`config.mk`:
```
export PLATFORM = sky130hd
export DESIGN_NAME = mpc_fifo
export DESIGN_NICKNAME = d
export VERILOG_FILES = /design/src/sv/mpc_pkg.sv /design/src/sv/mpc_fifo.sv
export SDC_FILE = /design/constraint.sdc
export NUM_CORES = 1
export LEC_CHECK = 0
export BUFFER_PORTS_ARGS = -buffer_cell sky130_fd_sc_hd__buf_2
export CAP_MARGIN = 20
export CORE_MARGIN = 1.5
export CORE_UTILIZATION = 58
export CTS_BUF_LIST = sky130_fd_sc_hd__clkbuf_2 sky130_fd_sc_hd__clkbuf_4 sky130_fd_sc_hd__clkbuf_8
export DETAILED_ROUTE_END_ITERATION = 7
export PLACE_DENSITY = 0.92
export SLEW_MARGIN = 0
export SYNTH_ARGS = -nofsm -noshare
export SYNTH_HDL_FRONTEND = slang
export SYNTH_SLANG_ARGS = --single-unit
```
`constraint.sdc`:
```
create_clock -name i_clk -period 2.2 [get_ports i_clk]
set_input_delay 0.33 -clock i_clk [delete_from_list [all_inputs] [get_ports i_clk]]
set_output_delay 0.33 -clock i_clk [all_outputs]
set_load 0.005 [all_outputs]
```
`src/sv/mpc_pkg.sv`:
```
`timescale 1ns / 1ps
`default_nettype none
package mpc_pkg;

    localparam int MAX_NODES  = 1024;
    localparam int ALPHABET   = 26;
    localparam int NODE_W     = $clog2(MAX_NODES);
    localparam int CNT_W      = NODE_W + 1;
    localparam int LET_W      = $clog2(ALPHABET);
    localparam int SLOT_W     = $clog2(MAX_NODES * ALPHABET);
    localparam int REQ_W      = 3;
    localparam int LETTER_W   = 5;
    localparam int COUNT_W    = 16;
    localparam int FIFO_DEPTH = 4;
    localparam int FIFO_AW    = $clog2(FIFO_DEPTH);

    localparam logic [COUNT_W-1:0] COUNT_MAX = {COUNT_W{1'b1}};

    localparam logic [REQ_W-1:0] REQ_PAT   = 3'd0;
    localparam logic [REQ_W-1:0] REQ_ENDP  = 3'd1;
    localparam logic [REQ_W-1:0] REQ_BUILD = 3'd2;
    localparam logic [REQ_W-1:0] REQ_TEXT  = 3'd3;
    localparam logic [REQ_W-1:0] REQ_ENDT  = 3'd4;
    localparam logic [REQ_W-1:0] REQ_CLEAR = 3'd5;

    typedef struct packed {
        logic [REQ_W-1:0]    req_type;
        logic [LETTER_W-1:0] letter;
    } t_op;

    typedef logic [ALPHABET-1:0] t_mask;

    // flat index of one goto edge
    function automatic logic [SLOT_W-1:0] slot(input logic [NODE_W-1:0] nd,
                                               input logic [LET_W-1:0] c);
        slot = SLOT_W'(nd) * SLOT_W'(ALPHABET) + SLOT_W'(c);
    endfunction

endpackage
`default_nettype wire

```
`src/sv/mpc_fifo.sv`:
```
`timescale 1ns / 1ps
`default_nettype none
module mpc_fifo
    import mpc_pkg::*;
(
    input  wire logic i_clk,
    input  wire logic i_rst_n,
    input  wire logic i_push,
    input  wire t_op  i_op,
    input  wire logic i_pop,
    output logic      o_full,
    output logic      o_empty,
    output t_op       o_op
);

    t_op                r_mem [FIFO_DEPTH];
    logic [FIFO_AW-1:0] r_wp, r_rp;
    logic [FIFO_AW:0]   r_cnt;
    logic               w_push, w_pop;

    assign o_full  = (r_cnt == (FIFO_AW+1)'(FIFO_DEPTH));
    assign o_empty = (r_cnt == '0);
    assign o_op    = r_mem[r_rp];
    assign w_push  = i_push && !o_full;
    assign w_pop   = i_pop && !o_empty;

    always_ff @(posedge i_clk) begin
        if (!i_rst_n) begin
            r_wp  <= '0;
            r_rp  <= '0;
            r_cnt <= '0;
        end else begin
            if (w_push) r_wp <= r_wp + 1'b1;
            if (w_pop)  r_rp <= r_rp + 1'b1;
            if (w_push && !w_pop) r_cnt <= r_cnt + 1'b1;
            else if (w_pop && !w_push) r_cnt <= r_cnt - 1'b1;
        end
    end

    always_ff @(posedge i_clk) begin
        if (w_push) r_mem[r_wp] <= i_op;
    end

endmodule
`default_nettype wire

```
Yosys cells after proc, flatten, opt, wreduce, memory -nomap -nowiden
Memory sizes are Yosys's and may differ from the RTL's. A register that Yosys moved wholly into a read port is not among the register bits. Index checks and enable logic that the tools add are counted.

Reductions and logical operators: 10. Muxes and demuxes: 6. $add $sub $neg: 4. Eq/ne operators: 1.

Operators with widths (count): $mux 3 (2); $add 2x1->2 const B (2); $logic_and 1x1->1 (4); $logic_not 1->1 (4); $mux 2 (2); $add 3x1->3 const B (1); $eq 3x3->1 const B (1); $logic_not 3->1 (1); $sub 3x1->3 const B (1); $mux 1 (2); $reduce_bool 2->1 (1).

Memories: 1. Memory bits (writable): 32. Output and inout bits: 10. Logic and storage cells: 25. Bits in registers: 7.

Memory list: r_mem (depth 4, bits a word 8, read ports 1, clocked after memory_dff 1, wr ports 1, RTL line mpc_fifo.sv:16) `t_op r_mem [FIFO_DEPTH];`.

Longest topological paths before layout
Depth after elaboration: 7. Mapped depth: 9.

Worst setup path before layout
OpenSTA, ideal clock, no wires.

Path kind: register to register. Start point: reg r_cnt[0]. End point: reg r_cnt[2]. Library setup time: 0.070 ns. Required time: 2.130 ns. Arrival time: 1.946 ns. Cell stages (with the launch flop): 10. Setup slack: 0.184 ns. Period minus slack after synthesis: 2.016 ns. Buffers on the path: 1. Cell sequence: dfxtp_1 -> nor3b_2 -> nor2b_1 -> buf_6 -> ha_1 -> inv_1 -> fa_1 -> xor2_1 -> or3_1 -> a21boi_1.

Longest elaborated chain between the ends: 6.

RTL lines: start, declared (RTL line mpc_fifo.sv:18) `logic [FIFO_AW:0] r_cnt;`; start signal, assigned (RTL line mpc_fifo.sv:35) `if (w_push && !w_pop) r_cnt <= r_cnt + 1'b1;`; start signal, assigned (RTL line mpc_fifo.sv:36) `else if (w_pop && !w_push) r_cnt <= r_cnt - 1'b1;`; $eq 3x3->1 * (RTL line mpc_fifo.sv:21) `assign o_full = (r_cnt == (FIFO_AW+1)'(FIFO_DEPTH));`; via o_full (RTL line mpc_fifo.sv:11) `output logic o_full,`; $logic_not 1->1 * (RTL line mpc_fifo.sv:24) `assign w_push = i_push && !o_full;`; $logic_and 1x1->1 * (RTL line mpc_fifo.sv:24); via w_push (RTL line mpc_fifo.sv:19) `logic w_push, w_pop;`; $logic_not 1->1 (RTL line mpc_fifo.sv:36); $logic_and 1x1->1 (RTL line mpc_fifo.sv:36); $reduce_bool 2->1 (no source line).

Mark *: on every way through the listed nets, which the timed path passes. The rest lies on a longest branch. The select of a mux whose other input is x is not followed. A chain may end at the register's enable or synchronous reset.

Worst setup path after layout
Start point: reg r_cnt[1]. End point: reg r_cnt[2].

Longest elaborated chain between the ends: 6.

RTL lines: parallel branches: the longest is 6 deep, another holds $sub 3x1->3.

Parallel ways; which one is timed is not known. The select of a mux whose other input is x is not followed.

==> metrics.md <==
| Metric | Value |
|---|---|
| Reg clk slew, reported paths | 0.11 ns |
| Max cap viols | 0 |
| Synth Area in Adders | 0.0504 |
| Main synth FF type | edfxtp_1 |
| DIE HEIGHT | 56.2 um |
| IO buf count | 21 |
| Per-cell routed wire length | between 15 and 20 um |
| N_diodes | 0 |
| HPWL after DPL | around 1700 um |
| CP required | about 2.5 ns |
| Synth area leader | edfxtp_1 |
| Synth top cells by count | edfxtp_1 (32), dfxtp_1 (9), and2_1 (8), mux4_2 (8), ha_1 (5) |
| Worst R2R Start | r_cnt[1] |
| Post-synthesis register bit count | 41 |
| Final Hold Viols | 0 |
| Yosys warning total | 0 |
| Antenna Nets Post-Route | 0 |
| Max clock buf depth | 2 |
| P_leak | 0.668 nW |
| Cell area after synthesis | between 0.0015 and 0.002 mm2 |
| Register area share after synthesis | 0.696 |
| Fin crit share | 0.956 |
| Slowest stage delay, CP | between 0.3 and 0.4 ns |
| Crit-path max FO | 6 |
| Top cells by area, synth | edfxtp_1 (59%), dfxtp_1 (11%), mux4_2 (11%) |
| Worst Setup End Kind | flop |
| Critical path arrival | between 2 and 2.5 ns |
| EDFF count, synth | 32 |
| Hold buffers post-CTS | 0 |
| Hold WC Path Type | in2reg |
| Die width | 56.2 um |
| Grt total ovfl | 0 |
| Max VDD drop | about 1000 uV |
| Post-synthesis mux area share | 0.128 |
| Fill cell count | 176 |
| Setup Viol. Count Final | 0 |
| Crit-path leading delay family | adder cells |
| Highest-delay cell along the critical path | dfxtp_2 |
| Largest net degree at the start of global routing | 13 |
| Async S/R FF share, synth | 0 |
| Flip-flop and latch area | roughly 0.0011 mm2 |
| DRT iter0 DRCs | 21 |
| RSZ-0062 raised after global routing | false |
| Yosys cell types | 23 |
| Most common cell in the synthesized netlist | edfxtp_1 |
| Via count | around 840 |
| Drt first pass iters | 5 |
| Antenna violations before repair | 0 |
| Hold_sp | i_op[1] |
| Outcome | complete, no violations |
| Routed WL | 2500 um |
| Worst-margin pin slew | 0.538 ns |
| Slew Viols, Final | 0 |
| Synth Net Count | between 100 and 150 |
| P&R area growth vs syn | 12.2% |
| Xor and xnor area share after synthesis | 0.0214 |
| Layout Skew | 0.00575 ns |
| Gpl congestion | 0.809 |
| Share of cells above drive strength 1 | 0.388 |
| F_max | between 400 and 500 MHz |
| # IOs | 22 |
| Die area | around 0.0032 mm2 |
| Setup Fix Bufs, Post-CTS | 0 |
| Crit path from | r_cnt[1] |
| Total track usage | 0.189 |
| CTS resizes | 0 |
| Starting density of the core | 0.605 |
| Residual DRC count | 0 |
| WP buf/inv | 1 |
| Setup ws final | a little under 0.1 ns |
| Synthesized area per cell | approximately 18 um2 |
| Post-synth top area share | 0.586 |
| Synthesized instance count | 90 |
| Compound-cell area share of the yosys netlist | 0.0206 |
| CTS sink cnt | 41 |
| H-Tree Depth | 2 |
| WS Path Type | reg2reg |
| Core Rows | 19 |
| Vias per cell | about 5.7 |
| First-pass GRT wire length | 4160 um |
| Synth Area in Simple Gates | 0.0618 |
| CP startpoint kind | flop |
| Largest family of logic cells by synthesized area | multiplexers |
| Dpl ws | 0.0635 ns |
| Root Buffer | clkbuf_4 |
| CP cell instances | o31ai_4, ha_2, inv_1, fa_1, xor2_1, or3_1, a21boi_1 |
| Multi-input logic area | between 400 and 500 um2 |
| Pwr dens | approximately 1100 mW/mm2 |
| Finished Core Util | 0.679 |
| Nets | 133 |
| Latest clock arrival within the worst-skew pair | approximately 0.35 ns |
| Vias in the first global route | between 800 and 900 |
| Final setup TNS | 0 ns |
| Max transition margin | 0.641 |
| Cts bufs inserted | 5 |
| Minimum clock period | ~2.1 ns |
| CORE AREA | about 0.0027 mm2 |
| CTS tree | done |
placed cells by master, fill, tap and decap left out, drive strengths merged:
master | netlist | routed
nor3b | 1 | 1
fa | 1 | 1
inv | 3 | 3
dfxtp | 9 | 9
o311ai | 1 | 1
mux4 | 8 | 8
and2 | 8 | 8
buf | 3 | 22
xnor2 | 3 | 3
nand2 | 4 | 4
xor2 | 1 | 1
a21boi | 1 | 1
edfxtp | 32 | 32
clkinv | 0 | 2
o21ai | 1 | 1
mux2i | 3 | 3
or3 | 1 | 1
nor2b | 2 | 2
nor3 | 1 | 1
clkbuf | 1 | 6
ha | 5 | 5
o31ai | 1 | 1
logic make-up (layout without fill, tap and decap cells):
logic type	count (synthesis)	in the layout
buffers and inverters	7	33
adders and majority gates	6	6
and+or+nand+nor	17	17
xor gates and xnor gates	4	4
muxes	11	11
DFF	41	41
AOI/OAI and AO/OA	4	4
layer usage:
| layer | vias to the layer above | routed length, um | track usage |
|---|---|---|---|
| met2 | 27 | 1240 | 0.284 |
| li1 | 389 | - | - |
| met3 | 11 | 148 | 0.0837 |
| met5 | - | 0 | 0 |
| met1 | 412 | 1040 | 0.233 |
| met4 | 0 | 80 | 0.0986 |
metrics by stage:
step | cells | hold slack [ns] | cell area [um2] | power [W]
finish | 147 | 0.188 | 1840 | 0.00195
global route | 147 | 0.168 | 1840 | 0.00206
CTS | 147 | 0.175 | 1820 | 0.00194
detailed placement | 139 | 0.497 | 1770 | 0.00158
global placement | 139 | 0.481 | 1770 | 0.00154
floorplan | 90 | 0.429 | 1640 | 0.00141
sequential cells by signal, summed over array words and instances (netlist names), named ones only:
register,count
r_rp,2
r_wp,2
r_mem,32
r_cnt,3
worst paths after layout:
check                      to  slack, ns  cells after the start
hold / removal    r_mem[1][1]       0.19                      1
setup reg to reg     r_cnt[2]        0.1                      7
setup / recovery     r_cnt[2]        0.1                      7
hold reg to reg       r_wp[0]       0.52                      2
power by group:
part           internal (W)  switching [W]
Clock              0.000134       0.000228
Combinational      0.000299       0.000211
Sequential         0.000956       0.000120
layout make-up:
type / count / share of cell area
flip-flops and latches: 41 / 0.622
multi-input cells: 42 / 0.259
repair buffers: 22 / 0.0612
clock buffers: 6 / 0.0245
well taps: 31 / 0.0211
inverters: 3 / 0.00612
clock inverters: 2 / 0.00544
Power figures use the tool's default switching activity.
